File: src/hdl/stb_pkg.sv
// Shared constants, types and codes of the software timer bank.
package stb_pkg;

    localparam int SLOTS   = 16;
    localparam int SLOT_W  = (SLOTS > 1) ? $clog2(SLOTS) : 1;
    localparam int OP_W    = 3;
    localparam int TASK_W  = 7;
    localparam int EVENT_W = 16;
    localparam int COUNT_W = 32;

    typedef enum logic [OP_W-1:0] {
        OP_START   = 3'd0,
        OP_RESTART = 3'd1,
        OP_STOP    = 3'd2,
        OP_STATUS  = 3'd3,
        OP_TICK    = 3'd4
    } t_op;

    typedef enum logic [1:0] {
        S_IDLE,
        S_SCAN,
        S_DONE
    } t_state;

    typedef struct packed {
        logic               periodic;
        logic [TASK_W-1:0]  task_id;
        logic [EVENT_W-1:0] evt_id;
        logic [COUNT_W-1:0] count;
        logic [COUNT_W-1:0] limit;
    } t_slot;

    localparam int SLOT_BITS = $bits(t_slot);

endpackage

File: src/hdl/stb_in_if.sv
// Command channel of the software timer bank.
interface stb_in_if;
    logic                        valid;
    logic                        ready;
    logic [stb_pkg::OP_W-1:0]    op;
    logic [stb_pkg::TASK_W-1:0]  task_id;
    logic [stb_pkg::EVENT_W-1:0] evt_id;
    logic [stb_pkg::COUNT_W-1:0] timeout;
    logic                        periodic;

    modport source (output valid, op, task_id, evt_id, timeout, periodic, input ready);
    modport sink (input valid, op, task_id, evt_id, timeout, periodic, output ready);
endinterface

File: src/hdl/stb_out_if.sv
// Result channel of the software timer bank.
interface stb_out_if;
    logic                        valid;
    logic                        ready;
    logic                        kind;
    logic                        ok;
    logic [stb_pkg::TASK_W-1:0]  fired_task;
    logic [stb_pkg::EVENT_W-1:0] fired_event;
    logic                        last;

    modport source (output valid, kind, ok, fired_task, fired_event, last, input ready);
    modport sink (input valid, kind, ok, fired_task, fired_event, last, output ready);
endinterface

File: src/hdl/stb_ram.sv
// Generic single-clock RAM with one write port and one registered read port.
module stb_ram #(
    parameter int WIDTH = 8,
    parameter int DEPTH = 16
) (
    i_clk,
    i_we,
    i_waddr,
    i_wdata,
    i_raddr,
    o_rdata
);
    localparam int AW = (DEPTH > 1) ? $clog2(DEPTH) : 1;

    input  logic             i_clk;
    input  logic             i_we;
    input  logic [AW-1:0]    i_waddr;
    input  logic [WIDTH-1:0] i_wdata;
    input  logic [AW-1:0]    i_raddr;
    output logic [WIDTH-1:0] o_rdata;

    logic [WIDTH-1:0] r_mem [DEPTH];
    logic [WIDTH-1:0] r_rdata;

    always_ff @(posedge i_clk) begin
        if (i_we) begin
            r_mem[i_waddr] <= i_wdata;
        end
        r_rdata <= r_mem[i_raddr];
    end

    assign o_rdata = r_rdata;
endmodule

File: src/hdl/software_timer_bank.sv
// Software timer bank: slot table in RAM, scanned one slot per cycle unless a tick stalls on the receiver.
//
// Commands enter on i_cmd (start, restart, stop, status, tick); results
// leave on o_res through an output register, so a new item is taken while a
// result still waits. Every command other than a tick gives one response
// with last set. A tick gives one expiry result per timer that fires, in slot
// order, the final one with last set, and none if no timer fires.
// Start and undefined ops go straight from idle to the done state and respond
// from there. Restart, stop and status read the slot RAM from slot zero on,
// one slot per cycle, and stop at the first active match. A tick reads every
// slot through the single read port of the slot RAM and updates and writes
// back every active one.
// A new item is taken only when the previous one has handed its last result
// to the output register. When the receiver stalls, a tick holds at the slot
// that needs to emit and re-reads it until the output register frees up.
// Reset clears all active bits at once; slot contents of free slots are never
// looked at, so the RAM needs no clearing pass and the block is ready right
// after reset.
module software_timer_bank (
    input  logic    i_clk,
    input  logic    i_rst_n,
    stb_in_if.sink  i_cmd,
    stb_out_if.source o_res
);
    import stb_pkg::*;

    t_state             r_state, n_state;
    t_op                r_op, n_op;
    logic [TASK_W-1:0]  r_task, n_task;
    logic [EVENT_W-1:0] r_event, n_event;
    logic [SLOT_W-1:0]  r_idx, n_idx;
    logic [SLOTS-1:0]   r_active, n_active;

    logic               r_pend_v, n_pend_v;
    logic               r_pend_kind, n_pend_kind;
    logic               r_pend_ok, n_pend_ok;
    logic [TASK_W-1:0]  r_pend_task, n_pend_task;
    logic [EVENT_W-1:0] r_pend_event, n_pend_event;

    logic               r_out_v, n_out_v;
    logic               r_out_kind, n_out_kind;
    logic               r_out_ok, n_out_ok;
    logic [TASK_W-1:0]  r_out_task, n_out_task;
    logic [EVENT_W-1:0] r_out_event, n_out_event;
    logic               r_out_last, n_out_last;

    logic                 ram_we;
    logic [SLOT_W-1:0]    ram_waddr;
    t_slot                ram_wdata;
    logic [SLOT_W-1:0]    ram_raddr;
    logic [SLOT_BITS-1:0] ram_rdata;
    t_slot                rd;

    logic              slot_act, tag_hit, fire, out_free, stall, is_last, scan_end;
    logic              free_v;
    logic [SLOT_W-1:0] free_idx;
    logic              push, push_last;
    t_op               in_op;

    stb_ram #(
        .WIDTH(SLOT_BITS),
        .DEPTH(SLOTS)
    ) u_slot_ram (
        .i_clk  (i_clk),
        .i_we   (ram_we),
        .i_waddr(ram_waddr),
        .i_wdata(ram_wdata),
        .i_raddr(ram_raddr),
        .o_rdata(ram_rdata)
    );

    assign rd       = t_slot'(ram_rdata);
    assign in_op    = t_op'(i_cmd.op);
    assign slot_act = r_active[r_idx];
    assign tag_hit  = slot_act && (rd.task_id == r_task) && (rd.evt_id == r_event);
    assign fire     = (r_op == OP_TICK) && slot_act && (rd.count > rd.limit);
    assign out_free = !r_out_v || o_res.ready;
    assign stall    = fire && r_pend_v && !out_free;
    assign is_last  = (r_idx == SLOT_W'(SLOTS - 1));
    assign scan_end = !stall && (is_last || ((r_op != OP_TICK) && tag_hit));

    always_comb begin
        free_v   = 1'b0;
        free_idx = '0;
        for (int i = SLOTS - 1; i >= 0; i--) begin
            if (!r_active[i]) begin
                free_v   = 1'b1;
                free_idx = SLOT_W'(i);
            end
        end
    end

    always_comb begin
        n_state = r_state;
        case (r_state)
            S_IDLE: begin
                if (i_cmd.valid) begin
                    if (in_op == OP_TICK || in_op == OP_RESTART ||
                        in_op == OP_STOP || in_op == OP_STATUS) begin
                        n_state = S_SCAN;
                    end else begin
                        n_state = S_DONE;
                    end
                end
            end
            S_SCAN: begin
                if (scan_end) begin
                    n_state = S_DONE;
                end
            end
            S_DONE: begin
                if (!r_pend_v || out_free) begin
                    n_state = S_IDLE;
                end
            end
            default: n_state = S_IDLE;
        endcase
    end

    always_comb begin
        n_op         = r_op;
        n_task       = r_task;
        n_event      = r_event;
        n_idx        = r_idx;
        n_active     = r_active;
        n_pend_v     = r_pend_v;
        n_pend_kind  = r_pend_kind;
        n_pend_ok    = r_pend_ok;
        n_pend_task  = r_pend_task;
        n_pend_event = r_pend_event;
        ram_we       = 1'b0;
        ram_waddr    = r_idx;
        ram_wdata    = rd;
        ram_raddr    = '0;
        push         = 1'b0;
        push_last    = 1'b0;

        case (r_state)
            S_IDLE: begin
                if (i_cmd.valid) begin
                    n_op         = in_op;
                    n_task       = i_cmd.task_id;
                    n_event      = i_cmd.evt_id;
                    n_idx        = '0;
                    n_pend_v     = (in_op != OP_TICK);
                    n_pend_kind  = 1'b0;
                    n_pend_ok    = (in_op == OP_START) && free_v;
                    n_pend_task  = '0;
                    n_pend_event = '0;
                    if (in_op == OP_START && free_v) begin
                        ram_we             = 1'b1;
                        ram_waddr          = free_idx;
                        ram_wdata.periodic = i_cmd.periodic;
                        ram_wdata.task_id  = i_cmd.task_id;
                        ram_wdata.evt_id   = i_cmd.evt_id;
                        ram_wdata.count    = '0;
                        ram_wdata.limit    = i_cmd.timeout;
                        n_active[free_idx] = 1'b1;
                    end
                end
            end
            S_SCAN: begin
                ram_raddr = (stall || is_last) ? r_idx : r_idx + SLOT_W'(1);
                n_idx     = ram_raddr;
                case (r_op)
                    OP_TICK: begin
                        if (slot_act && !stall) begin
                            ram_we          = 1'b1;
                            ram_wdata.count = rd.count + COUNT_W'(1);
                            if (fire) begin
                                if (rd.periodic) begin
                                    ram_wdata.count = '0;
                                end else begin
                                    n_active[r_idx] = 1'b0;
                                end
                                push         = r_pend_v;
                                n_pend_v     = 1'b1;
                                n_pend_kind  = 1'b1;
                                n_pend_ok    = 1'b1;
                                n_pend_task  = rd.task_id;
                                n_pend_event = rd.evt_id;
                            end
                        end
                    end
                    OP_RESTART: begin
                        if (tag_hit) begin
                            ram_we          = 1'b1;
                            ram_wdata.count = '0;
                            n_pend_ok       = 1'b1;
                        end
                    end
                    OP_STOP: begin
                        if (tag_hit) begin
                            ram_we          = 1'b1;
                            ram_wdata       = '0;
                            n_active[r_idx] = 1'b0;
                            n_pend_ok       = 1'b1;
                        end
                    end
                    OP_STATUS: begin
                        if (tag_hit) begin
                            n_pend_ok = 1'b1;
                        end
                    end
                    default: ;
                endcase
            end
            S_DONE: begin
                if (r_pend_v && out_free) begin
                    push      = 1'b1;
                    push_last = 1'b1;
                    n_pend_v  = 1'b0;
                end
            end
            default: ;
        endcase
    end

    always_comb begin
        n_out_v     = r_out_v;
        n_out_kind  = r_out_kind;
        n_out_ok    = r_out_ok;
        n_out_task  = r_out_task;
        n_out_event = r_out_event;
        n_out_last  = r_out_last;
        if (push) begin
            n_out_v     = 1'b1;
            n_out_kind  = r_pend_kind;
            n_out_ok    = r_pend_ok;
            n_out_task  = r_pend_task;
            n_out_event = r_pend_event;
            n_out_last  = push_last;
        end else if (r_out_v && o_res.ready) begin
            n_out_v = 1'b0;
        end
    end

    always_ff @(posedge i_clk) begin
        if (!i_rst_n) begin
            r_state  <= S_IDLE;
            r_active <= '0;
            r_pend_v <= 1'b0;
            r_out_v  <= 1'b0;
        end else begin
            r_state  <= n_state;
            r_active <= n_active;
            r_pend_v <= n_pend_v;
            r_out_v  <= n_out_v;
        end
        r_op         <= n_op;
        r_task       <= n_task;
        r_event      <= n_event;
        r_idx        <= n_idx;
        r_pend_kind  <= n_pend_kind;
        r_pend_ok    <= n_pend_ok;
        r_pend_task  <= n_pend_task;
        r_pend_event <= n_pend_event;
        r_out_kind   <= n_out_kind;
        r_out_ok     <= n_out_ok;
        r_out_task   <= n_out_task;
        r_out_event  <= n_out_event;
        r_out_last   <= n_out_last;
    end

    assign i_cmd.ready       = (r_state == S_IDLE);
    assign o_res.valid       = r_out_v;
    assign o_res.kind        = r_out_kind;
    assign o_res.ok          = r_out_ok;
    assign o_res.fired_task  = r_out_task;
    assign o_res.fired_event = r_out_event;
    assign o_res.last        = r_out_last;
endmodule
File: src/flat_wrapper.sv
// flat-port wrapper written by rule: the top's interface ports become plain ports
module software_timer_bank_flat import stb_pkg::*;
  (i_clk, i_rst_n, i_cmd_valid, i_cmd_op, i_cmd_task_id, i_cmd_evt_id, i_cmd_timeout, i_cmd_periodic, i_cmd_ready, o_res_valid, o_res_kind, o_res_ok, o_res_fired_task, o_res_fired_event, o_res_last, o_res_ready);
  stb_in_if i_cmd_i ();
  stb_out_if o_res_i ();
  input  logic i_clk;
  input  logic i_rst_n;
  input wire logic [$bits(i_cmd_i.valid)-1:0] i_cmd_valid;
  input wire logic [$bits(i_cmd_i.op)-1:0] i_cmd_op;
  input wire logic [$bits(i_cmd_i.task_id)-1:0] i_cmd_task_id;
  input wire logic [$bits(i_cmd_i.evt_id)-1:0] i_cmd_evt_id;
  input wire logic [$bits(i_cmd_i.timeout)-1:0] i_cmd_timeout;
  input wire logic [$bits(i_cmd_i.periodic)-1:0] i_cmd_periodic;
  output wire logic [$bits(i_cmd_i.ready)-1:0] i_cmd_ready;
  output wire logic [$bits(o_res_i.valid)-1:0] o_res_valid;
  output wire logic [$bits(o_res_i.kind)-1:0] o_res_kind;
  output wire logic [$bits(o_res_i.ok)-1:0] o_res_ok;
  output wire logic [$bits(o_res_i.fired_task)-1:0] o_res_fired_task;
  output wire logic [$bits(o_res_i.fired_event)-1:0] o_res_fired_event;
  output wire logic [$bits(o_res_i.last)-1:0] o_res_last;
  input wire logic [$bits(o_res_i.ready)-1:0] o_res_ready;
  assign i_cmd_i.valid = i_cmd_valid;
  assign i_cmd_i.op = i_cmd_op;
  assign i_cmd_i.task_id = i_cmd_task_id;
  assign i_cmd_i.evt_id = i_cmd_evt_id;
  assign i_cmd_i.timeout = i_cmd_timeout;
  assign i_cmd_i.periodic = i_cmd_periodic;
  assign i_cmd_ready = i_cmd_i.ready;
  assign o_res_valid = o_res_i.valid;
  assign o_res_kind = o_res_i.kind;
  assign o_res_ok = o_res_i.ok;
  assign o_res_fired_task = o_res_i.fired_task;
  assign o_res_fired_event = o_res_i.fired_event;
  assign o_res_last = o_res_i.last;
  assign o_res_i.ready = o_res_ready;
  software_timer_bank u_core (.i_clk(i_clk), .i_rst_n(i_rst_n), .i_cmd(i_cmd_i), .o_res(o_res_i));
endmodule
File: config.mk
export PLATFORM = sky130hd
export DESIGN_NAME = software_timer_bank_flat
export DESIGN_NICKNAME = d
export VERILOG_FILES = /design/src/hdl/stb_pkg.sv /design/src/hdl/stb_in_if.sv /design/src/hdl/stb_out_if.sv /design/src/hdl/stb_ram.sv /design/src/hdl/software_timer_bank.sv /design/src/flat_wrapper.sv
export SDC_FILE = /design/constraint.sdc
export NUM_CORES = 2
export LEC_CHECK = 0
export ABC_AREA = 1
export BUFFER_PORTS_ARGS = -buffer_cell sky130_fd_sc_hd__buf_2
export CAP_MARGIN = 20
export CORE_MARGIN = 2
export CORE_UTILIZATION = 50
export DETAILED_ROUTE_END_ITERATION = 10
export PLACE_DENSITY = 0.66
export SLEW_MARGIN = 40
export SYNTH_ARGS = -nofsm -noshare
export SYNTH_HDL_FRONTEND = slang
export SYNTH_SLANG_ARGS = --single-unit
File: constraint.sdc
create_clock -name i_clk -period 7.6 [get_ports i_clk]
set_clock_uncertainty 0.05 [all_clocks]
set_input_delay 0 -clock i_clk [delete_from_list [all_inputs] [get_ports i_clk]]
set_output_delay 0 -clock i_clk [all_outputs]
set_load 0.005 [all_outputs]
; After elaboration in Yosys (flattened, before gate mapping)
; Memory sizes are Yosys's and may differ from the RTL's. A register that Yosys moved wholly into a read port is not among the register bits.
; Cells that the tools add are included.
[totals]
elab_cells = 203
reg_bits = 101
ramBits = 1408
in_bits = 63
memories = 1
out_inout_bits = 28
[op_classes]
mux = 106
n_lt_le_gt_ge = 5
reduce_logical = 39
n_addsub = 2
eq_ne = 30
bitwise = 3
[mem_list]
columns = name, depth, word_bits, rd, rd_ports_with_merged_regs, write_ports, line
row1 = u_core.u_slot_ram.r_mem, 16, 88, 1, 1, 1, stb_ram.sv:22  ; logic [WIDTH-1:0] r_mem [DEPTH];
[ops]
columns = cell, count
row1 = 88-bit 2-to-1 mux, 3
row2 = 88-bit case mux with 2 select lines, 1
row3 = 16-bit 2-to-1 mux, 10
row4 = 32-bit 2-to-1 mux, 5
row5 = 16-bit case mux with 2 select lines, 3
row6 = 32-bit case mux with 3 select lines, 1
row7 = 4-bit 2-to-1 mux, 22
row8 = 1-bit 2-to-1 mux, 39
row9 = "32-bit by 1-bit adder with 32-bit output, second input constant", 1
row10 = 32-bit > comparator, 1
row11 = 7-bit 2-to-1 mux, 4
row12 = 24-bit 2-to-1 mux, 1
row13 = 16-bit AND, 1
row14 = 16-bit equality test, 1
row15 = 16-bit NOT, 1
row16 = 16-bit OR, 1
row17 = "3-bit by 2-bit != test with 1-bit output, second input constant", 5
row18 = 1-bit logical AND, 14
row19 = "2-bit by 1-bit != test with 1-bit output, second input constant", 7
row20 = 7-bit case mux with 2 select lines, 1
row21 = "3-bit by 2-bit equality test with 1-bit output, second input constant", 4
row22 = "3-bit != test, second input constant", 4
row23 = 1-bit case mux with 2 select lines, 6
row24 = 6-bit AND reduction, 2
row25 = other kinds (28), 47

; Depth between registers and ports, before layout
[logic_depth]
word_depth = 24
depth_mapped = 25
depth_no_buf = 23

; Cells and area by module
; A second synthesis with hierarchy kept.
[unflattened]
hier_cells = 7215
area_unflattened_um2 = 71066.9
[by_module_without_submodules]
columns = module, cells_per_inst, area_per_inst_um2, n_inst
row1 = stb_ram, 5778, 61702.9, 1
row2 = software_timer_bank, 1437, 9364.0, 1

; Worst setup path after synthesis
; OpenSTA, ideal clock, no wires.
[synth_timing]
path_kind = reg-to-reg
startpoint = register u_core.u_slot_ram.r_rdata[63] (netlist: u_core.u_slot_ram.o_rdata[63]) (read register of u_core.u_slot_ram.r_mem)
endpoint = memory u_core.u_slot_ram.r_mem[0][0] in the netlist's numbering (enable)
setup_time_ns = 0.536
path_stages_with_launch = 16
slack_ns = 1.441
t_required_ns = 7.014
arrival_time_ns = 5.573
period_less_slack_ns = 6.159
n_path_buf = 0
path_cell_list = dfxtp_1 > ha_1 > nand2_1 > nor2_1 > nand2_1 > nor2_1 > nand3_1 > nand2_1 > nor2_4 > nand4_4 > nand2_2 > o22ai_1 > nand2_1 > nand2_1 > nand3_1 > nor2_1
[synth_via]
elab_chain_len = 11
[synth_lines]
columns = item, line
row1 = from (decl), stb_ram.sv:23  ; logic [WIDTH-1:0] r_rdata;
row2 = 32-bit > comparator, software_timer_bank.sv:76  ; assign fire = (r_op == OP_TICK) && slot_act && (rd.count > rd.limit);
row3 = 1-bit logical AND, software_timer_bank.sv:76
row4 = 1-bit logical AND (2 in a row), software_timer_bank.sv:78  ; assign stall = fire && r_pend_v && !out_free;
row5 = 1-bit logical NOT, software_timer_bank.sv:167  ; if (slot_act && !stall) begin
row6 = 1-bit logical AND, software_timer_bank.sv:167
row7 = 1-bit 2-to-1 mux, software_timer_bank.sv:167
row8 = 1-bit case mux with 2 select lines, software_timer_bank.sv:165  ; case (r_op)
row9 = 1-bit case mux with 2 select lines, software_timer_bank.sv:138  ; case (r_state)
row10 = 1-bit 2-to-1 mux, stb_ram.sv:26  ; if (i_we) begin
row11 = 1-bit 2-to-1 mux (not written as such), stb_ram.sv:27  ; r_mem[i_waddr] <= i_wdata;
row12 = to (decl), stb_ram.sv:22
; Every way passes these cells.

; Worst setup path in the final report
[layout_timing]
startpoint = register u_core.u_slot_ram.r_rdata[59] (netlist: u_core.u_slot_ram.o_rdata[59]) (read register of u_core.u_slot_ram.r_mem)
endpoint = register u_core.u_slot_ram.r_rdata[59] (netlist: u_core.u_slot_ram.o_rdata[59]) (read register of u_core.u_slot_ram.r_mem)
[layout_via]
elab_chain_len = 7
[layout_lines]
columns = item, line
row1 = 32-bit > comparator, software_timer_bank.sv:76
row2 = 1-bit logical AND, software_timer_bank.sv:76
row3 = 1-bit logical AND (2 in a row), software_timer_bank.sv:78
row4 = 1-bit logical OR, software_timer_bank.sv:163  ; ram_raddr = (stall || is_last) ? r_idx : r_idx + SLOT_W'(1);
row5 = 4-bit 2-to-1 mux, software_timer_bank.sv:163
row6 = 4-bit 2-to-1 mux, software_timer_bank.sv:138
; Every way passes these cells.
; A chain may end at the register's enable or synchronous reset.

==> metrics.txt <==
outcome finished, final reports clean; Setup violations, final 0; reg2reg end u_core.u_slot_ram.o_rdata[59]; Syn Nets about 7.6k; GRT Residual Overflow 0; period utilization 0.6934; Crit path max-delay family simple AND/OR/NAND/NOR gates; final net count 7589; sequential cell area fraction in the yosys report 0.6296; Max-cap violations 0; worst rel slew slack 0.3262; RSZ-0062 raised after global routing false; most common cell in the netlist inv_1; largest net degree at the start of global routing approximately 190; WHS Path Cells 4; Worst path max stage delay 0.64 ns; Slew @ Worst Pin between 1 and 1.5 ns; buffers and inverters on the worst path 2; CP Class reg2reg; Mapped Avg Cell Area 9.918 um^2; crit path launch u_core.u_slot_ram.o_rdata[59]; Post-synth EDFFs 1489; diodes inserted 0; Max stage delay cell, worst path buf_4; Placer Congestion 0.9326; WL final 217.8 mm; DRC Markers 0; first-pass GRT wire length 327.3 mm; initial antenna violation count 4; Vias/cell slightly below 6; post-cts gate resize count 0; I/O Buffers 90; CP Launch Type flop; proportion of layout cells with a drive suffix above 1 0.07671; Worst-path clk slew about 0.06 ns; Worst-Skew Late Latency around 0.8 ns; die width 389.9 um; Reg area 46880 um^2; worst r2r src u_core.u_slot_ram.o_rdata[59]; area leader, netlist edfxtp_1; Cell Pwr Density ~380 nW/um^2; Primary FF master, synth edfxtp_1; Worst R2R Path Depth 17; HP Start i_rst_n; Post-synth ARST share 0; Clock Path Buffers 3; chip height 389.9 um; die area 152000 um^2; H-tree levels 4; Initial Util 0.5036; Hold Path Sink u_core.r_pend_v; fill cell count 12.32k; core area 147800 um^2; Inserted Clock Buffers 168; Post-Syn Instances 7506; multi-input logic area 19660 um^2; drt first-iter violations 7833; vias in the first global route 52.65k; synth top area cells edfxtp_1, nand3_1, inv_1, nand4_1, nand2_1; top-area cell type share of the netlist area 0.6006; Post-synth top cells inv_1, edfxtp_1, nand3_1; worst-path fanout max 142; Antenna Nets Post-Route 0; final instance area 83480 um^2; Area growth, synth to finish 12.13%; all-layer global routing usage 0.2811; Ys Warns 0; Root Driver clkbuf_16; Sink Count 1597; Max VDD drop 0.3198 mV; distinct cell type count after synthesis 43; setup TNS 0 ns; critical-path cell list ha_1 -> a21oi_1 -> o21ai_0 -> nand2_1 -> nand2_1 -> a21oi_1 -> nand2_1 -> nand4_4 -> nand2_1 -> nand2_4 -> buf_12 -> buf_4 -> nand4_1 -> nand3_1 -> nand3_1 -> nand3_1 -> nand2_1; most prevalent standard cell on the critical path nand2_1; I/O Pins 91; post-place instance area 77080 um^2; Pins Over Slew Limit 0; first-pass iteration count of the detailed router 8; Final HPWL DP 114.3 mm; Critical Path RT roughly 8.2 ns; TritonCTS clock tree built; R2R Setup Slk 2.33 ns; HP Class in2reg; Yosys reg bits 1597; Leak 34.89 nW; num rows 141; Period minus WS final 5.270 ns; Routed WL per cell 22.79 um; fmax 189.8 MHz; Arrival @ worst endpoint 5.91 ns; Worst setup EP type flop; via count 56.07k; Post-Syn Area 74450 um^2; Final Hold Vio Count 0
worst max path at each step:
stage	to	slack [ns]	depth (start not counted)
finish	u_core.u_slot_ram.o_rdata[59]	2.33	17
CTS	u_core.u_slot_ram.r_mem[2][63]	2.63	16
global placement	u_core.u_slot_ram.o_rdata[53]	2.37	17
global route	u_core.u_slot_ram.o_rdata[51]	2.18	17
detailed placement	u_core.u_slot_ram.r_mem[11][24]	2.65	17
floorplan	u_core.u_slot_ram.r_mem[0][0]	1.44	15
final cells by class:
type	instances	area share
Inverter	1581	0.07148
Timing Repair Buffer	334	0.03739
Sequential cell	1597	0.5615
Clock buffer	231	0.05502
Clock inverter	80	0.01016
Multi-Input combinational cell	3803	0.2355
Tap cell	1930	0.02893
layer usage:
layer	vias up	track usage	part of all wire
met4	2	0.1021	0.032
met3	463	0.05029	0.11
met5	-	0	0.000055
li1	25550	-	-
met1	26940	0.3965	0.40
met2	3118	0.4380	0.46
kinds of logic (layout without fill, tap and decap cells):
| group | after synthesis | in the layout | synth area share |
|---|---|---|---|
| AO/OA/AOI/OAI | 342 | 342 | 0.02721 |
| XOR/XNOR | 35 | 35 | 0.004118 |
| adder cells (fa/ha/maj) | 41 | 41 | 0.006891 |
| buffers and inverters | 2106 | 2226 | 0.1118 |
| flip-flops | 1597 | 1597 | 0.6296 |
| AND/OR/NAND/NOR | 3385 | 3385 | 0.2203 |
worst min-delay path, cell delays in order:
cell and delay [ns]:
dlygate4sd3_1 0.54, buf_2 0.22, nand2_1 0.10, nor2_1 0.03
cell usage in the layout (no fill, tap or decap), types with 87 or more instances in the layout:
master         netlist  final
clkbuf_16            0    170
inv_1             1570   1567
buf_4               15     93
buf_2              278     98
o21ai_0            139    133
nand2_1           1136   1133
nand4_1            725    725
edfxtp_1          1489   1489
dlygate4sd3_1        0     87
dfxtp_1            108    108
nand3_1           1353   1352
flip-flops by register name (all words and copies together) (netlist names), 2 cells and up:
name and flops:
u_core.u_slot_ram.o_rdata 88, u_core.r_state 2, u_core.r_task 7, u_core.r_active 16, u_core.r_idx 4, u_core.r_pend_task 7
u_core.u_slot_ram.r_mem 1408, u_core.r_event 16, u_core.r_op 3, u_core.o_res.fired_task 7, u_core.o_res.fired_event 16, u_core.r_pend_event 16
stage by stage:
| step | cells | setup slack, ns | util | total power [mW] | hold slack (ns) |
|---|---|---|---|---|---|
| finish | 9556 | 2.330 | 0.5647 | 31.90 | 0.07628 |
| global route | 9556 | 2.182 | 0.5647 | 33.27 | 0.09076 |
| CTS | 9553 | 2.626 | 0.5641 | 31.70 | 0.02147 |
| detailed placement | 9155 | 2.649 | 0.5214 | 23.60 | 0.1403 |
| global placement | 9134 | 2.368 | 0.5176 | 23.24 | 0.1448 |
| floorplan | 7506 | 1.441 | - | 19.51 | 0.04887 |
repair_timing:
item	in CTS	in global routing
hold buffers	87	0
buffers inserted	0	0
hold endpoints to repair	606	0
setup endpoints to repair	0	0
report_power, final:
group / switching (mW) / internal, mW
logic: 8.43 / 2.71
registers: 0.476 / 12.2
clock network: 3.54 / 4.58
Note: power is estimated with default switching activity, not from simulation.
